<file path="src/rtl/esgd_pkg.sv">
package esgd_pkg;

	// Default sizes of the tables and of the sigmoid lookup.
	localparam int NODES_DEF       = 1024;
	localparam int DIM_DEF         = 128;
	localparam int SIG_ENTRIES_DEF = 1024;

	// Learning rate after reset, unsigned Q0.16.
	localparam logic [15:0] LR_RESET = 16'd1638;

	// 6.0 in the Q8.24 format of the dot product.
	localparam longint SIX_Q24 = 64'd100663296;

	// 1.0 in Q0.16, one bit above the output field.
	localparam logic [16:0] ONE_Q16 = 17'h10000;

	// Division by three as a multiply and shift, exact for values below 2^17.
	localparam logic [16:0] DIV3_MUL   = 17'd87382;
	localparam int          DIV3_SHIFT = 18;

	// Cycles from a settled dot product to a settled gradient.
	localparam logic [2:0] SIG_WAIT = 3'd5;

	typedef enum logic [1:0] {
		KIND_WRITE  = 2'd0,
		KIND_READ   = 2'd1,
		KIND_TRAIN  = 2'd2,
		KIND_COMMIT = 2'd3
	} kind_t;

	// Operations that run through the datapath pipeline.
	typedef enum logic [2:0] {
		OP_NONE,
		OP_CLR,
		OP_WR,
		OP_RD,
		OP_DOT,
		OP_UPD,
		OP_COMMIT
	} op_t;

	typedef enum logic [3:0] {
		ST_CLEAR,
		ST_IDLE,
		ST_DISPATCH,
		ST_DOT,
		ST_DOT_DRAIN,
		ST_SIG,
		ST_UPD,
		ST_COMMIT,
		ST_DRAIN,
		ST_FINISH
	} state_t;

	typedef struct packed {
		kind_t              kind;
		logic [9:0]         node;
		logic [9:0]         target;
		logic               label;
		logic [6:0]         dim_index;
		logic               table_select;
		logic signed [15:0] value;
	} in_word_t;

	typedef struct packed {
		logic signed [15:0] read_value;
		logic [15:0]        probability;
	} out_word_t;

	typedef struct packed {
		op_t  op;
		logic load;
		logic res_load;
	} dp_cmd_t;

	typedef struct packed {
		kind_t kind;
		logic  row_ok;
		logic  dim_ok;
		logic  busy;
	} dp_status_t;

	// Saturate a sum to a signed Q4.12 element.
	function automatic logic signed [15:0] sat16(input logic signed [24:0] v);
		logic signed [15:0] r;
		if (v > 25'sd32767) begin
			r = 16'sh7FFF;
		end else if (v < -25'sd32768) begin
			r = 16'sh8000;
		end else begin
			r = v[15:0];
		end
		return r;
	endfunction

	// Saturate a sum to a signed 24-bit accumulator entry.
	function automatic logic signed [23:0] sat24(input logic signed [24:0] v);
		logic signed [23:0] r;
		if (v > 25'sd8388607) begin
			r = 24'sh7FFFFF;
		end else if (v < -25'sd8388608) begin
			r = 24'sh800000;
		end else begin
			r = v[23:0];
		end
		return r;
	endfunction

	// Unsigned quotient by shift and subtract, used only while building tables.
	// The divisor stays below 2^63, so the partial remainder never overflows.
	function automatic longint unsigned udiv(input longint unsigned n,
		input longint unsigned q);
		longint unsigned quo;
		longint unsigned rem;
		quo = '0;
		rem = '0;
		for (int b = 63; b >= 0; b--) begin
			rem = {rem[62:0], n[b]};
			if (rem >= q) begin
				rem    = rem - q;
				quo[b] = 1'b1;
			end
		end
		return quo;
	endfunction

	// One sigmoid table entry in Q0.16, evaluated at elaboration only.
	// exp(-|x|) comes from a truncated series at an eighth of |x|, squared three times.
	function automatic logic [16:0] sig_entry(input longint i, input longint entries);
		longint                r;
		longint unsigned       a;
		longint unsigned       den;
		longint unsigned       term;
		longint unsigned       e;
		longint unsigned       d;
		longint                sum;
		logic [16:0]           res;
		r    = 12 * i - 6 * entries;
		a    = longint'((r < 0) ? -r : r);
		den  = longint'(8 * entries);
		term = 64'd1 << 30;
		sum  = 64'sd1 << 30;
		for (int k = 1; k <= 24; k++) begin
			term = udiv(term * a, den * longint'(k));
			if (k[0] == 1'b1) begin
				sum = sum - longint'(term);
			end else begin
				sum = sum + longint'(term);
			end
		end
		e = (sum < 0) ? 64'd0 : longint'(sum);
		for (int k = 0; k < 3; k++) begin
			e = (e * e) >> 30;
		end
		d = (64'd1 << 30) + e;
		if (r >= 0) begin
			res = 17'(udiv((64'd1 << 46) + (d >> 1), d));
		end else begin
			res = 17'(udiv((e << 16) + (d >> 1), d));
		end
		return res;
	endfunction

endpackage

</file>
<file path="src/rtl/esgd_ctrl.sv">
module esgd_ctrl #(
	parameter int DIM = esgd_pkg::DIM_DEF,
	localparam int DW = (DIM > 1) ? $clog2(DIM) : 1
) (
	input  logic                  clk,
	input  logic                  arst_n,
	input  logic                  item_valid,
	output logic                  item_stall,
	output logic                  result_valid,
	input  logic                  result_stall,
	input  esgd_pkg::dp_status_t  status,
	output esgd_pkg::dp_cmd_t     cmd,
	output logic [DW-1:0]         elem
);
	import esgd_pkg::*;

	state_t        state_q;
	state_t        state_d;
	logic [DW-1:0] d_q;
	logic [DW-1:0] d_d;
	logic [2:0]    wait_q;
	logic [2:0]    wait_d;
	logic          out_valid_q;
	logic          last;

	// State, element counter and output word flag.
	always_ff @(posedge clk or negedge arst_n) begin
		if (!arst_n) begin
			state_q     <= ST_CLEAR;
			d_q         <= '0;
			wait_q      <= '0;
			out_valid_q <= 1'b0;
		end else begin
			state_q <= state_d;
			d_q     <= d_d;
			wait_q  <= wait_d;
			if (cmd.res_load) begin
				out_valid_q <= 1'b1;
			end else if (!result_stall) begin
				out_valid_q <= 1'b0;
			end
		end
	end

	// Next state and commands.
	always_comb begin
		last         = d_q == DW'(DIM - 1);
		state_d      = state_q;
		d_d          = d_q;
		wait_d       = wait_q;
		cmd.op       = OP_NONE;
		cmd.load     = 1'b0;
		cmd.res_load = 1'b0;
		case (state_q)
			ST_CLEAR: begin
				cmd.op = OP_CLR;
				if (last) begin
					d_d     = '0;
					state_d = ST_IDLE;
				end else begin
					d_d = d_q + 1'b1;
				end
			end
			ST_IDLE: begin
				if (item_valid) begin
					cmd.load = 1'b1;
					state_d  = ST_DISPATCH;
				end
			end
			ST_DISPATCH: begin
				state_d = ST_FINISH;
				case (status.kind)
					KIND_WRITE: begin
						if (status.row_ok && status.dim_ok) begin
							cmd.op = OP_WR;
						end
					end
					KIND_READ: begin
						if (status.row_ok && status.dim_ok) begin
							cmd.op  = OP_RD;
							state_d = ST_DRAIN;
						end
					end
					KIND_TRAIN: begin
						if (status.row_ok) begin
							state_d = ST_DOT;
						end
					end
					KIND_COMMIT: begin
						if (status.row_ok) begin
							state_d = ST_COMMIT;
						end
					end
					default: state_d = ST_FINISH;
				endcase
			end
			ST_DOT: begin
				cmd.op = OP_DOT;
				if (last) begin
					d_d     = '0;
					state_d = ST_DOT_DRAIN;
				end else begin
					d_d = d_q + 1'b1;
				end
			end
			ST_DOT_DRAIN: begin
				if (!status.busy) begin
					wait_d  = '0;
					state_d = ST_SIG;
				end
			end
			ST_SIG: begin
				if (wait_q == SIG_WAIT - 3'd1) begin
					state_d = ST_UPD;
				end else begin
					wait_d = wait_q + 3'd1;
				end
			end
			ST_UPD: begin
				cmd.op = OP_UPD;
				if (last) begin
					d_d     = '0;
					state_d = ST_DRAIN;
				end else begin
					d_d = d_q + 1'b1;
				end
			end
			ST_COMMIT: begin
				cmd.op = OP_COMMIT;
				if (last) begin
					d_d     = '0;
					state_d = ST_DRAIN;
				end else begin
					d_d = d_q + 1'b1;
				end
			end
			ST_DRAIN: begin
				if (!status.busy) begin
					state_d = ST_FINISH;
				end
			end
			ST_FINISH: begin
				if (!out_valid_q || !result_stall) begin
					cmd.res_load = 1'b1;
					state_d      = ST_IDLE;
				end
			end
			default: state_d = ST_IDLE;
		endcase
	end

	assign item_stall   = state_q != ST_IDLE;
	assign result_valid = out_valid_q;
	assign elem         = d_q;

endmodule

</file>
<file path="config.mk">
export PLATFORM = sky130hd
export DESIGN_NAME = esgd_ctrl
export DESIGN_NICKNAME = d
export VERILOG_FILES = /design/src/rtl/esgd_pkg.sv /design/src/rtl/esgd_ctrl.sv
export SDC_FILE = /design/constraint.sdc
export NUM_CORES = 1
export LEC_CHECK = 0
export ABC_AREA = 0
export BUFFER_PORTS_ARGS = -buffer_cell sky130_fd_sc_hd__clkbuf_2
export CAP_MARGIN = 20
export CORE_ASPECT_RATIO = 0.6
export CORE_MARGIN = 2
export CORE_UTILIZATION = 35
export CTS_BUF_LIST = sky130_fd_sc_hd__clkbuf_16
export DETAILED_ROUTE_END_ITERATION = 8
export PLACE_DENSITY = 0.59
export SYNTH_ARGS = -nofsm -noshare
export SYNTH_HDL_FRONTEND = slang
export SYNTH_SLANG_ARGS = --single-unit
</file>
<file path="constraint.sdc">
create_clock -name clk -period 1.59 [get_ports clk]
set_input_delay 0.2385 -clock clk [delete_from_list [all_inputs] [get_ports clk]]
set_output_delay 0.2385 -clock clk [all_outputs]
set_load 0.05 [all_outputs]
</file>
==> results.toml, run 1 <==
[synthesis]
yosys-top-cells-count = "dfrtp_1 (15), nand2_1 (12), inv_1 (7)"
yosysSeqAreaShare_pct = 36.41
ys_seq_elements = 15
synth_nets = 123
synth_warnings = 0
synth_cells = 111
synth_most_common_cell = "dfrtp_1"
synth_area_um2 = 1031
async_flop_share_pct = 100.0
synth_ff_type = "dfrtp_1"
synth_cell_type_count = 44
yosys.area.top_type = "dfrtp_1"
syn_area_per_cell_um2 = 9.288
synth_edf_count = 0
synthTopCellsByArea = "dfrtp_1 (36%), nand2_1 (4.4%), ha_1 (3.6%)"
yosys.area.top_type_share_pct = 36.41

[cells_and_area]
nFillCells = 217
area.growth.synth_to_final_pct = 81.43
layout.nets = 182
final_util_pct = 66.00
diodes = 0
drive_gt1_share_pct = 60.95

[global_route]
grt_pass1_vias = 1043
antenna_found_initial = 0
grt_max_degree = 16
grt_usage_pct = 22.06
grt_pass1_wl_mm = 5.333
grt_overflow = 0

[place]
dpl.hpwl_mm = 2.179
gp_congestion = 0.8795
port_buffers = 22

[worst_setup_path]
start_kind = "flip-flop"
worstPathArrival_ps = 1840
crit_type = "flip-flop to flip-flop"
max_stage_delay_ps = 550
crit_path_top_delay_cell = "or4bb_4"
end_kind = "flip-flop"
crit_chain = "buf_6 > or4bb_4 > nand3_2 > nor4_1 > a311o_1"
r2r_setup_slack_ps = -130
cp_max_fo = 5
crit_family = "simple AND/OR/NAND/NOR gates"
path_buf_inv = 1
worst_ep_required_time_ps = 1710

[sta]
setup_slack_ps = -131.5
slew_headroom_pct = 73.58
worst_pin_slew_ps = 396.3
hold_violations = 0
period_share_pct = 108.3
slew_viol_final = 0
clock.fmax_mhz = 580.9
finClkSkew_ps = 1.957
setup_violations = 13
whs_ps = 251.3
post-route-min-period_ps = 1721
grt_setup_unrepaired = "true"

[drt]
routed_wl_mm = 3.493
drtAntennaViolNets = 0
viasPerCell = 5.322
drt_drc_violations_left = 0
first_pass_iters = 4
drt-initial-drc-count = 50
vias = 1123
wl_per_cell_um = 16.55

[clocking]
cts_max_level = 1
cts_tree = "built"
root_buffer = "clkbuf_16"
cts_sinks = 15
cts_buffers = 3
clk_pin_slew_ps = 50
clockBufferDepth = 2
clk_latency_ps = 250

[floorplanning]
die_area_um2 = 3410
die_x_um = 74.07
io_pins = 23
start_util_pct = 36.38
die_y_um = 46.04
rows = 15
core_um2 = 2834

[pwr]
vdd_drop_max_mv = 1.081
leakagePower_nw = 0.8306
power_w = 0.004397
cellPowerDensity_nw_per_um2 = 2350

[status]
violations = "negative setup slack"
status = "complete, but fails checks"

[min_path]
min_path_type = "primary input to flip-flop"

[job]
maxCapViolations = 0
[area by class of cell]
type / instances / area (µm²) / area share, %
Timing Repair Buffer: 60 / 536.8 / 28.70
Inverter: 7 / 28.78 / 1.538
Clock buffer: 3 / 75.07 / 4.013
Tap cell: 42 / 52.55 / 2.809
Clock inverter: 1 / 3.754 / 0.2007
Sequential cell: 15 / 385.4 / 20.60
Multi-Input combinational cell: 83 / 788.3 / 42.14
[power breakdown]
part	switching, W	internal [W]
Combinational	0.00168	0.00149
Clock	0.000165	0.000334
Sequential	0.000167	0.000556
Total	0.00201	0.00238
[layer usage]
| metal | up-vias | global-route usage, % | wire [µm] |
|---|---|---|---|
| li1 | 525 | - | - |
| met2 | 40 | 34.11 | 1659 |
| met4 | 0 | 8.000 | 64 |
| met3 | 7 | 5.310 | 193 |
| met1 | 551 | 30.24 | 1576 |
| met5 | - | 0 | 0 |
[tightest hold or removal path: cells and delay by family]
kind	cells	cell delay, ps
buffers and inverters	1	80
and+or+nand+nor	1	70
AOI/OAI and AO/OA	1	70
[cells in the final DEF (no fill, tap or decap), types with 6 or more instances in the layout]
cell type	netlist	routed
buf_6	1	14
dfrtp_1	15	7
clkbuf_2	0	16
inv_1	7	6
buf_4	0	22
dfrtp_2	0	8
nand2_1	12	8
[metrics by stage]
step / setup slack [ps] / instance area (µm²) / TNS, ps / std cells
final: -131.5 / 1871 / -885.1 / 211
after global routing: -163.9 / 1871 / -1515 / 211
after CTS: -128.1 / 1782 / -897.6 / 209
after detailed placement: -84.20 / 1445 / -286.2 / 193
after global placement: -62.21 / 1445 / -196.7 / 193
after floorplan: -46.19 / 1102 / -89.77 / 111
[what timing repair did]
action	in CTS	in global routing
hold buffers	1	0
pin swaps	9	11
setup endpoints to repair	11	20
resized for setup	39	23
endpoints found under the hold margin	15	0
buffers inserted	11	2
[worst paths after layout]
path / from / end / cells past startpoint
max reg2reg: state_q[0] / state_q[1] / 5
min reg2reg: elem[6] / elem[6] / 1
max: state_q[0] / state_q[1] / 5
max in group asynchronous: arst_n / state_q[1] / 2
min in group asynchronous: arst_n / elem[6] / 2
min: result_stall / result_valid / 3
[logic make-up (layout without fill, tap and decap cells)]
logic type / Yosys count / after routing / synth area share (%)
AOI/OAI and AO/OA: 28 / 28 / 20.39
DFF: 15 / 15 / 36.41
xor gates and xnor gates: 3 / 3 / 3.277
buffers and inverters: 13 / 71 / 6.796
and+or+nand+nor: 46 / 46 / 26.46
muxes: 3 / 3 / 3.034
adders and majority gates: 3 / 3 / 3.641
[state kept, by name, summed over array words and instances (netlist names)]
register      flops
elem              7
result_valid      1
state_q           4
wait_q            3
Power figures use the tool's default switching activity.
==> run 2, diff against run 1 <==
==> constraint.sdc (replaced) <==
create_clock -name clk -period 1.59 [get_ports clk]
set_input_delay 0.318 -clock clk [delete_from_list [all_inputs] [get_ports clk]]
set_output_delay 0.318 -clock clk [all_outputs]
set_load 0.05 [all_outputs]
==> results.toml, run 2 (synthesized netlist as in run 1, its figures left out) <==
[status]
violations = "negative hold slack, negative setup slack"
status = "complete, but fails checks"

[min_path]
min_path_type = "primary input to asynchronous set/reset pin"

[floorplanning]
start_util_pct = 36.38
die_x_um = 74.07
core_um2 = 2834
die_area_um2 = 3410
io_pins = 23
rows = 15
die_y_um = 46.04

[cells_and_area]
final_cells = 214
largest_register_ffs = 7
layout.nets = 185
drive_gt1_share_pct = 63.37
stdcell_area_um2 = 1869
final_util_pct = 65.96
diodes = 0
layout_common_cells = "buf_4 (26), clkbuf_2 (16), buf_6 (16), dfrtp_2 (10), nand2_1 (8)"
final_common_cell = "buf_4"
area.growth.synth_to_final_pct = 81.31

[drt]
vias = 1088
drt_drc_violations_left = 0
wl_per_cell_um = 14.96
topRoutingLayerUsed = "met4"
first_pass_iters = 4
drt-initial-drc-count = 38
dr_wl_met2_mm = 1.477
viasPerCell = 5.084
drtAntennaViolNets = 0
routed_wl_mm = 3.201
met3WireLength_um = 144
met1_length_mm = 1.563

[clocking]
cts_buffers = 3
hold_buffers = 0
cts_tree = "built"
clk_pin_slew_ps = 50
cts_max_level = 1
cts_sinks = 15
root_buffer = "clkbuf_16"
clk_latency_ps = 240
clockBufferDepth = 2

[global_route]
grt_pass1_vias = 1077
grt_usage_pct = 21.65
grt_overflow = 0
grt_max_degree = 16
antenna_found_initial = 0
grt_pass1_wl_mm = 5.299

[place]
placed_cells = 193
place_worst_setup_slack_ps = -145.1
port_buffers = 22
dpl.hpwl_mm = 2.092
dpl_cell_area_um2 = 1459
gp_congestion = 0.9125

[worst_setup_path]
crit_type = "flip-flop to flip-flop"
rr_worst_depth = 5
worst_ep_required_time_ps = 1740
start_kind = "flip-flop"
worstPathArrival_ps = 1890
cp_max_fo = 5
end_kind = "flip-flop"

[sta]
post-route-min-period_ps = 1737
whs_ps = -2.222
setup_violations = 17
worst_pin_slew_ps = 481.8
finClkSkew_ps = 3.646
clock.fmax_mhz = 575.6
setup_slack_ps = -147.3
slew_viol_final = 0
slew_headroom_pct = 67.58
grt_setup_unrepaired = "true"
period_share_pct = 109.3
hold_violations = 9

[pwr]
swShare_pct = 45.51
pwr-share-comb_pct = 70.4
internal-power_w = 0.002304
clkPwrFrac_pct = 11.5
power_w = 0.004228
leakagePower_nw = 0.8200
vdd_drop_max_mv = 1.254
p_switching_w = 0.001925
p_seq_share_pct = 18.1
cellPowerDensity_nw_per_um2 = 2262

[job]
maxCapViolations = 0
## run 2: changes by cell type in the layout (fill, tap and decap cells not counted), moves of 2 or more
cell,delta
buf_8,-2
buf_6,+2
dfrtp_1,-2
buf_4,+4
nand3_1,-2
dfrtp_2,+2
## run 2: worst paths after layout
kind	startpoint	to	slack, ps
worst min-delay path	arst_n	elem[2]	-2
worst min register to register	elem[4]	elem[4]	490
max in group asynchronous	arst_n	elem[0]	1270
min in group clk	result_stall	result_valid	340
worst max-delay path	state_q[2]	state_q[2]	-150
worst max register to register	state_q[2]	state_q[2]	-150
## run 2: worst max-delay path, stage by stage, from the launching register on
cell	delay (ps)
dfrtp_2	440
buf_4	160
or4b_4	540
a31oi_4	210
a221oi_2	80
o221ai_1	220
## run 2: what timing repair did
action	in CTS	in global routing
resized for setup	40	22
setup buffers	13	4
pin swaps	19	8
endpoints found under the setup margin	17	20
## run 2: final cells by class
type                            count  area (µm²)
Clock inverter                      1       3.754
Tap cell                           42       52.55
Clock buffer                        3       75.07
Fill cell                         223       964.7
Timing Repair Buffer               63       544.3
Multi-Input combinational cell     83       779.5
Sequential cell                    15       387.9
Inverter                            7       26.28
## run 2: per-layer routing
layer / track usage [%] / up-vias
met5: 0 / -
met4: 6.182 / 0
met3: 5.752 / 2
met2: 33.93 / 33
met1: 29.65 / 521
li1: - / 532
## run 2: power by group through the flow
stage,clock [W],sequential [W],combinational (W)
final,0.000485,0.000765,0.00298
after global routing,0.000513,0.000796,0.00316
after CTS,0.000492,0.000759,0.00275
after global placement,0,0.000758,0.00213
after floorplan,0,0.000992,0.00129
after detailed placement,0,0.000772,0.00215
## run 2: per-stage QoR
step | hold slack, ps | setup TNS [ps]
after detailed placement | 264.1 | -810.5
after CTS | 3.054 | -1322
final | -2.222 | -1729
after floorplan | 22.41 | -167.2
after global placement | 258.7 | -435.6
after global routing | 17.96 | -2673
